## src/rtl/core/pse_pkg.sv

```systemverilog
// Shared types and constants of the piecewise spline evaluator.
`default_nettype none
package pse_pkg;
  localparam int MaxKnotsDef = 16;
  localparam int FracBitsDef = 16;
  localparam int DataW = 32;
  localparam int CountW = 5;
  localparam int KindW = 2;
  localparam int EntryW = 4;

  localparam logic [0:0] CfgKnotCount = 1'b0;
  localparam logic [0:0] CfgInterpKind = 1'b1;

  localparam logic [KindW-1:0] KindConst = 2'd0;
  localparam logic [KindW-1:0] KindLinear = 2'd1;

  typedef enum logic [3:0] {
    ST_IDLE, ST_CHECK, ST_SEARCH, ST_PREP, ST_DIV, ST_MUL1, ST_MUL2,
    ST_MUL3, ST_SUM, ST_OUT
  } pse_state_t;

  // Commands from the controller to the datapath.
  typedef struct packed {
    logic start;
    logic rd_step;
    logic check_step;
    logic search_step;
    logic prep;
    logic div_step;
    logic mul1;
    logic mul2;
    logic mul3;
    logic sum;
    logic finish;
  } pse_cmd_t;

  // Status from the datapath to the controller.
  typedef struct packed {
    logic scan_done;
    logic bad;
    logic edge_case;
    logic div_done;
  } pse_sts_t;
endpackage
`default_nettype wire

```

## src/rtl/core/pse_ctrl.sv

```systemverilog
// Controller state machine for the spline evaluator.
`default_nettype none
module pse_ctrl import pse_pkg::*; (
  input  wire logic     clk,
  input  wire logic     rst_n,
  input  wire logic     go,
  input  wire logic     out_free,
  input  pse_sts_t      sts,
  output pse_cmd_t      cmd,
  output logic          busy,
  output logic          res_load
);
  pse_state_t state_r, state_nxt;

  always_ff @(posedge clk) begin
    if (!rst_n) state_r <= ST_IDLE;
    else state_r <= state_nxt;
  end

  always_comb begin
    state_nxt = state_r;
    cmd = '0;
    res_load = 1'b0;
    busy = 1'b1;
    unique case (state_r)
      ST_IDLE: begin
        busy = 1'b0;
        if (go) begin
          cmd.start = 1'b1;
          state_nxt = ST_CHECK;
        end
      end
      ST_CHECK: begin
        cmd.check_step = 1'b1;
        if (sts.scan_done) state_nxt = sts.bad ? ST_OUT : ST_SEARCH;
      end
      ST_SEARCH: begin
        cmd.search_step = 1'b1;
        if (sts.scan_done) state_nxt = ST_PREP;
      end
      ST_PREP: begin
        cmd.prep = 1'b1;
        state_nxt = sts.edge_case ? ST_OUT : ST_DIV;
      end
      ST_DIV: begin
        cmd.div_step = 1'b1;
        if (sts.div_done) state_nxt = ST_MUL1;
      end
      ST_MUL1: begin
        cmd.mul1 = 1'b1;
        state_nxt = ST_MUL2;
      end
      ST_MUL2: begin
        cmd.mul2 = 1'b1;
        state_nxt = ST_MUL3;
      end
      ST_MUL3: begin
        cmd.mul3 = 1'b1;
        state_nxt = ST_SUM;
      end
      ST_SUM: begin
        cmd.sum = 1'b1;
        state_nxt = ST_OUT;
      end
      ST_OUT: begin
        if (out_free) begin
          cmd.finish = 1'b1;
          res_load = 1'b1;
          state_nxt = ST_IDLE;
        end
      end
      default: state_nxt = ST_IDLE;
    endcase
  end
endmodule
`default_nettype wire

```

## config.mk

```make
export PLATFORM = sky130hd
export DESIGN_NAME = pse_ctrl
export DESIGN_NICKNAME = d
export VERILOG_FILES = /design/src/rtl/core/pse_pkg.sv /design/src/rtl/core/pse_ctrl.sv
export SDC_FILE = /design/constraint.sdc
export NUM_CORES = 1
export LEC_CHECK = 0
export BUFFER_PORTS_ARGS = -buffer_cell sky130_fd_sc_hd__buf_2
export CORE_AREA = 2 2 39 41
export CTS_CLUSTER_SIZE = 30
export DETAILED_ROUTE_END_ITERATION = 10
export DIE_AREA = 0 0 41 43
export MAX_ROUTING_LAYER = met4
export PLACE_DENSITY = 0.69
export SLEW_MARGIN = 10
export SYNTH_ARGS = -nofsm -noshare
export SYNTH_HDL_FRONTEND = slang
export SYNTH_SLANG_ARGS = --single-unit
```

## constraint.sdc

```tcl
create_clock -name clk -period 1.7 [get_ports clk]
set_clock_uncertainty 0.15 [all_clocks]
set_input_delay 0.34 -clock clk [delete_from_list [all_inputs] [get_ports clk]]
set_output_delay 0.34 -clock clk [all_outputs]
set_load 0.1 [all_outputs]
```

==> reports/qor.yml, run 1 <==
status: "complete, but fails checks"
violations: "negative setup slack"
data_required_critical_path_ns: 1.21
yosysUniqueCellTypes: 31
route.vias.total: 552
synth_nets: 70
place_area_um2: 840.8
final-setup-viol-count: 12
cts_buffers: 3
crit_path_end_kind: "output pin"
ctsHoldBuffers: 0
synth_seq_cells: 4
fin_worst_hold_slack_ns: 0.2296
drt-vias-per-instance: 5.159
arrival_ns: 1.46
yosys_warnings: 0
global_routing_usage_summed_across_all_routing_layers: 0.1944
syn_area_per_cell_um2: 7.305
routedWlPerCell_um: 14.07
synth.largest_area_cell: "dfxtp_1"
synth_sequential_area_ratio: 0.1768
ir_worst_vdd_v: 0.0007267
yosys.area.top_type_share: 0.1768
powerDensity_nw_per_um2: 1190
timing.max_cap.violations: 0
grt_start_max_net_pins: 11
core_area_um2: 1384
period_share: 1.150
clock_tree_from_tritoncts: "built"
finish.net_count: 101
top_register: "state_r"
finalInstanceArea_um2: 985.9
start_util: 0.3273
detail_route.first_pass.iterations: 4
timing.critical_path.from_type: "flip-flop"
grt_antenna_before_repair: 0
achievable-frequency_mhz: 511.7
buffer_ports.inserted: 19
filler_cell_count: 103
total_die_area_um2: 1763
utilization: 0.7125
setup_slack_ns: -0.2542
min_path_type: "in -> reg"
postSynthCellCount: 62
netlist_top_cells_area: "dfxtp_1, nor2_1, buf_4"
route.detailed.drc: 0
first_iteration_detailed_routing_drc_count: 7
place.detailed.hpwl_um: 1047
setup_repair_after_global_routing_missed_its_margin: "true"
criticalPathCategory: "reg -> out"
grt_overflow: 0
power_leakage_nw: 0.3930
first_global_vias: 555
fp-row-count: 14
largest_register_ff_count: 4
insertion_delay_ns: 0.23
clkSinkCount: 4
syn_area_um2: 452.9
path_max_fanout: 4
maxSlewViolCount: 0
drive_above_1_share: 0.7253
area_overhead_of_the_layout_relative_to_synthesis_pct: 117.7
insertedDiodeCount: 0
pin_count: 21
detail_route.wirelength_um: 1505
r2r_slack_ns: 0.03
finalSetupTns_ns: -1.544
layout_top_registers: "state_r (4)"
die_w_um: 41
place.gp.congestion: 0.8869
finalHoldViolCount: 0
die_h_um: 43
clkTransAtPathRegs_ns: 0.04
grt_first_pass_wirelength_um: 2242
cts-htree-levels: 1
drt.antenna.violating_nets: 0
cts_root_buffer_type: "clkbuf_4"
layout_min_cycle_time_ns: 1.954
max-clock-path-buffers: 2
dp_cells: 99
layout.cells.non_filler: 107
-- cell usage in the layout, fill, tap and decap left out, drive strengths merged --
cell	n
o21ai	4
and3	1
mux2i	3
nor2	11
and2b	1
clkbuf	3
nand4b	1
o31ai	1
and2	1
dfxtp	4
a211oi	1
nand3b	1
or3	1
nand4bb	1
a21oi	3
conb	1
o21a	1
a2111oi	1
or2b	1
nor4	1
nand2	3
buf	33
or2	2
inv	3
nor3	4
or4bb	1
or4b	1
clkinvlp	1
nand2b	1
-- where the power goes --
group | switching, W | leakage, nW | internal [W]
clock network | 0.0000338 | 0.0138 | 0.0000786
logic | 0.000537 | 0.345 | 0.000371
registers | 0.0000381 | 0.0341 | 0.000116
total | 0.000609 | 0.393 | 0.000565
-- path summary, 6_finish.rpt --
| check | from | endpoint | cells after the start |
|---|---|---|---|
| max | state_r[3] | cmd[10] | 4 |
| min | rst_n | state_r[1] | 2 |
| max reg2reg | state_r[0] | state_r[1] | 4 |
| min reg2reg | state_r[0] | state_r[0] | 2 |
-- cells in the mapped netlist --
library cell and instances:
and2_2 1, o21ai_0 3, conb_1 1, nand4bb_1 1
a2111oi_0 1, or2_1 2, and2b_2 1, buf_2 1
and3_1 1, a21oi_1 2, nand3b_1 1, o31ai_1 1
buf_4 5, o21a_1 1, dfxtp_1 4, nor2_1 11
or4b_4 1, buf_6 1, nand4b_1 1, mux2i_1 3
nor3_1 4, inv_1 4, or4bb_1 1, o21ai_1 1
a21oi_2 1, nand2_1 3, nor4_1 1, or2b_2 1
nand2b_1 1, or3_1 1, a211oi_4 1
-- routing by layer --
layer,vias to the layer above,track usage,share of wire
li1,266,-,-
met1,270,0.1865,0.39
met2,14,0.3406,0.57
met3,2,0.03665,0.029
met4,0,0.1000,0.014
met5,-,-,0
-- cells by family after synthesis --
group | after synthesis | synth area share
mux | 3 | 0.06630
simple gates | 32 | 0.4144
buf+inv | 11 | 0.1519
compound gates | 11 | 0.1823
other cells | 1 | 0.008279
flops | 4 | 0.1768
-- critical path, cell delays in order (launching register included) --
cell and delay, ns:
dfxtp_2 0.33, or2_4 0.25, or3_4 0.36, nor2_4 0.11, buf_12 0.18
-- area by class of cell --
cell class	count	area, um2	share of cell area
Sequential cell	4	86.33	0.08756
Inverter	4	18.77	0.01904
Tap cell	16	20.02	0.02030
Timing Repair Buffer	33	391.6	0.3972
Multi-Input combinational cell	47	446.7	0.4530
Clock buffer	3	22.52	0.02284
-- stage by stage --
stage / total power, W / worst slack (ns)
floorplan: 0.0007062 / -0.5802
global route: 0.001234 / -0.3095
detailed placement: 0.0009519 / -0.02492
global placement: 0.0009367 / 0.02030
finish: 0.001174 / -0.2542
CTS: 0.001140 / -0.2583
-- repair_timing --
| item | in CTS | in global routing |
|---|---|---|
| pin swaps | 12 | 2 |
| endpoints found under the setup margin | 13 | 15 |
| resized for setup | 16 | 8 |
| setup buffers | 4 | 3 |
Power figures use the tool's default switching activity.
==> run 2: changes to the inputs <==
Settings changed: CAP_MARGIN set to 20, PLACE_DENSITY 0.69 to 0.66.
Clock period 1.7 ns to 1.98 ns, I/O delays scaled along.
==> run 2 against run 1 <==
  * Cell area fell by 16%
  * Non-clock buffer count fell by 10
  * The flow still finishes with violations (negative setup slack)
  * Critical endpoint unchanged
  * Sequential cell count did not move
  * Largest power group unchanged
  * Worst setup slack improved by 0.20 ns
  * Register-to-register slack improved by 0.22 ns
  * Final cell count fell by 9.3%
  * Combinational power fell by 29%
  * Routed wire length fell by 21%
==> reports/qor.yml, run 2 (synthesis gave the netlist of run 1 again) <==
status: "complete, but fails checks"
violations: "negative setup slack"
detail_route.first_pass.iterations: 3
power.sequential.fraction: 0.154
fp-row-count: 14
detail_route.wirelength_um: 1193
core_area_um2: 1384
route.detailed.drc: 0
critical-path-slowest-cell: "dfxtp_4"
place.detailed.hpwl_um: 949.8
met3WireLength_um: 45
multi_input_gate_area_in_the_final_layout_um2: 382.9
criticalPathCategory: "reg -> out"
layout_min_cycle_time_ns: 2.032
filler_cell_count: 128
grt_overflow: 0
crit-reg2reg-launch: "state_r[2]"
switch_pwr_w: 0.0004787
grt_antenna_before_repair: 0
min_path_type: "in -> reg"
top_register: "state_r"
die_w_um: 41
finalPower_w: 0.0008854
crit_path_end_kind: "output pin"
highest_layer: "met4"
finish.net_count: 91
power_frac_comb: 0.727
first_iteration_detailed_routing_drc_count: 3
setup_slack_ns: -0.05250
final-setup-viol-count: 1
place_area_um2: 798.3
intPower_w: 0.0004067
clock_tree_from_tritoncts: "built"
die_h_um: 43
global_routing_usage_summed_across_all_routing_layers: 0.1660
dpl_worst_slack_ns: 0.1109
drt-vias-per-instance: 5.093
cts_root_buffer_type: "clkbuf_4"
power.share.switching: 0.5407
postCtsSetupBuffers: 0
period_share: 1.027
regArea_um2: 86.33
routedWlPerCell_um: 12.30
finalInstanceArea_um2: 832.0
worst_stage_delay_on_the_critical_path_ns: 0.37
final_cell_mix: "buf_12, buf_2"
r2r_slack_ns: 0.25
clkSinkCount: 4
achievable-frequency_mhz: 492.0
dp_cells: 94
buffer_ports.inserted: 19
place.gp.congestion: 0.8528
grt_start_max_net_pins: 12
layout_commonest_cell: "buf_12"
largest_register_ff_count: 4
clkTransAtPathRegs_ns: 0.04
critical_path.endpoint: "cmd[10]"
power_leakage_nw: 0.3280
met2WireLength_um: 603
first_global_vias: 469
data_required_critical_path_ns: 1.43
ir_worst_vdd_v: 0.0004307
drive_above_1_share: 0.5802
powerDensity_nw_per_um2: 1064
reg2regPathDepth: 5
timing.critical_path.from_type: "flip-flop"
max-clock-path-buffers: 2
path_max_fanout: 10
grt_first_pass_wirelength_um: 1918
timing.max_cap.violations: 0
pin_count: 21
timing.critical_path.cells: "or2_1 -> or3_4 -> nor2_4 -> buf_12"
critical_path.reg2reg.endpoint: "state_r[1]"
insertedDiodeCount: 0
start_util: 0.3273
maxSlewViolCount: 0
drt.antenna.violating_nets: 0
insertion_delay_ns: 0.24
area_overhead_of_the_layout_relative_to_synthesis_pct: 83.70
arrival_ns: 1.49
crit_path_start: "state_r[3]"
clock_power_share: 0.120
total_die_area_um2: 1763
finalHoldViolCount: 0
route.vias.total: 494
drt-met1-wl_um: 529
layout_top_registers: "state_r (4)"
cts-htree-levels: 1
setup_repair_after_global_routing_missed_its_margin: "true"
ctsHoldBuffers: 0
layout.cells.non_filler: 97
cts_buffers: 3
-- run 2: cell types whose count changed in the layout (fill, tap and decap cells not counted), moves of 3 or more --
cell and delta:
buf_4 -7, nor2_4 -4, nor2_2 +3, buf_6 -3
-- run 2: how the worst min path moves through the flow --
stage	cells after the start	to	slack, ns	startpoint
4_1_cts	2	state_r[1]	0.26	rst_n
2_1_floorplan	2	state_r[2]	0.36	state_r[3]
6_report	2	state_r[1]	0.27	rst_n
3_3_place_gp	1	state_r[2]	0.43	state_r[3]
3_5_place_dp	1	state_r[2]	0.48	state_r[3]
5_1_grt	2	state_r[1]	0.27	rst_n
-- run 2: per-layer routing --
metal / track usage / vias up
met5: - / -
met1: 0.1942 / 227
li1: - / 252
met3: 0.03665 / 2
met4: 0.1133 / 0
met2: 0.2406 / 13
-- run 2: repair_timing --
| action | in CTS | in global routing |
|---|---|---|
| resized for setup | 5 | 1 |
| pin swaps | 1 | 0 |
| setup endpoints to repair | 10 | 2 |
| hold endpoints to repair | 0 | 0 |
-- run 2: stage by stage --
stage                     hold slack (ns)  utilization  setup TNS [ns]
final                              0.2734       0.6013        -0.05250
after detailed placement           0.4759       0.5769               0
after global placement             0.4300       0.5769               0
after CTS                          0.2609       0.5995        -0.07240
after global routing               0.2735       0.6013         -0.1008
after floorplan                    0.3594            -         -0.9654
-- run 2: cell type report --
| type | instances | share of cell area |
|---|---|---|
| Clock buffer | 3 | 0.02707 |
| Inverter | 4 | 0.01805 |
| Sequential cell | 4 | 0.1038 |
| Timing Repair Buffer | 23 | 0.3669 |
| Multi-Input combinational cell | 47 | 0.4602 |
| Tap cell | 16 | 0.02406 |
-- run 2: power by group through the flow --
stage	logic [W]	registers (W)	clock network (W)
global placement	0.000635	0.000131	0
global route	0.000670	0.000141	0.000115
CTS	0.000642	0.000134	0.000111
floorplan	0.000486	0.000104	0
finish	0.000643	0.000136	0.000106
detailed placement	0.000642	0.000132	0
-- run 2: critical path, delay by kind of cell (launching register included) --
family / cells / cell delay [ns]
buffers and inverters: 1 / 0.18
DFF: 1 / 0.37
and+or+nand+nor: 3 / 0.71
==> run 3: changes to the inputs <==
Settings changed: SKIP_CTS_REPAIR_TIMING set to 1.
==> run 3 against run 2 <==
  * The run still ends with negative setup slack left
  * Combinational power is essentially flat
  * Maximum frequency shrank 0.11%
  * Sequential share of layout area is the same
  * Clock-buffer cell count is the same
  * Largest cell class unchanged
  * Largest power group unchanged
  * Highest routed layer unchanged
==> reports/qor.yml, run 3 (synthesis gave the netlist of run 1 again) <==
status: "complete, but fails checks"
violations: "negative setup slack"
timing.critical_path.from_type: "flip-flop"
start_util: 0.3273
finalHoldViolCount: 0
clkSinkCount: 4
total_die_area_um2: 1763
achievable-frequency_mhz: 491.5
multi_input_gate_area_in_the_final_layout_um2: 382.9
criticalPathCategory: "reg -> out"
grt_start_max_net_pins: 12
buffer_ports.inserted: 19
min_path_type: "in -> reg"
top_register: "state_r"
final-setup-viol-count: 1
finish.net_count: 91
hold-path-cell-count: 2
place.gp.congestion: 0.8528
die_h_um: 43
largest_register_ff_count: 4
die_w_um: 41
crit_family: "simple AND/OR/NAND/NOR gates"
reg2regPathDepth: 5
detail_route.first_pass.iterations: 3
layout_top_registers: "state_r (4)"
timing.max_cap.violations: 0
drt.antenna.violating_nets: 0
max-clock-path-buffers: 2
cts_root_buffer_type: "clkbuf_4"
grt_overflow: 0
layout_min_cycle_time_ns: 2.035
final_cell_mix: "buf_12, buf_2"
worstSetupPathDepth: 4
first_global_vias: 448
timing.critical_path.cells: "or2_1 -> or3_4 -> nor2_4 -> buf_12"
globalRoute.busiestLayer: "met2"
route.detailed.drc: 0
critical-path-slowest-cell: "dfxtp_4"
drt-vias-per-instance: 5.206
use_met3: 0.03141
layout_commonest_cell: "buf_12"
powerDensity_nw_per_um2: 1067
routedWlPerCell_um: 12.56
maxSlewViolCount: 0
regArea_um2: 86.33
place.detailed.hpwl_um: 949.8
ir_worst_vdd_v: 0.0004310
clock_tree_from_tritoncts: "built"
global_routing_usage_summed_across_all_routing_layers: 0.1608
detail_route.wirelength_um: 1218
fp-row-count: 14
area_overhead_of_the_layout_relative_to_synthesis_pct: 83.70
r2r_slack_ns: 0.25
worst_stage_delay_on_the_critical_path_ns: 0.37
gr-usage-met1: 0.2071
path_max_fanout: 10
grt_first_pass_wirelength_um: 1883
grt_antenna_before_repair: 0
dpl_worst_slack_ns: 0.1109
first_iteration_detailed_routing_drc_count: 5
gr-usage-met2: 0.2313
critical_path_buf_inv_count: 1
power_leakage_nw: 0.3280
data_required_critical_path_ns: 1.43
utilization: 0.6013
cts-htree-levels: 1
drive_above_1_share: 0.5802
filler_cell_count: 127
setup_slack_ns: -0.05479
route.vias.total: 505
insertedDiodeCount: 0
core_area_um2: 1384
clkTransAtPathRegs_ns: 0.04
period_share: 1.028
arrival_ns: 1.49
cts_buffers: 3
pin_count: 21
crit_path_end_kind: "output pin"
insertion_delay_ns: 0.24
setup_repair_after_global_routing_missed_its_margin: "true"
[run 3: layout make-up]
class                   count  share of cell area
multi-input cells          47              0.4602
repair buffers             23              0.3669
flip-flops and latches      4              0.1038
clock buffers               3             0.02707
well taps                  16             0.02406
inverters                   4             0.01805
[run 3: worst reg2reg max path, stage by stage, from the launching register on]
cell       delay (ns)
dfxtp_1          0.30
buf_4            0.17
or4bb_1          0.52
a21oi_2          0.19
a2111oi_0        0.09
o21a_1           0.19
[run 3: layer usage]
metal / wire length, um / part of all wire / vias to the layer above
met3: 51 / 0.042 / 5
met2: 596 / 0.49 / 16
met1: 527 / 0.43 / 234
li1: - / - / 250
met5: 0 / 0 / -
met4: 42 / 0.034 / 0
[run 3: through the flow]
stage	total power, W	TNS (ns)	area [um2]	cells	hold WS (ns)
final	0.0008875	-0.05479	832.0	97	0.2696
after global routing	0.0009268	-0.1033	832.0	97	0.2735
after CTS	0.0008845	-0.6501	820.8	97	0.2609
after global placement	0.0007665	0	798.3	94	0.4300
after floorplan	0.0005900	-0.9654	534.3	62	0.3594
after detailed placement	0.0007745	0	798.3	94	0.4759
[run 3: worst paths after layout]
| check | startpoint | end |
|---|---|---|
| min reg2reg | state_r[3] | state_r[2] |
| max | state_r[3] | cmd[10] |
| max reg2reg | state_r[2] | state_r[1] |
| min | rst_n | state_r[1] |
[run 3: report_power, final]
group	internal [W]	switching (W)	leakage, nW	total (W)
logic	0.000240	0.000404	0.280	0.000644
clock network	0.0000683	0.0000401	0.0138	0.000108
registers	0.0000985	0.0000370	0.0341	0.000135
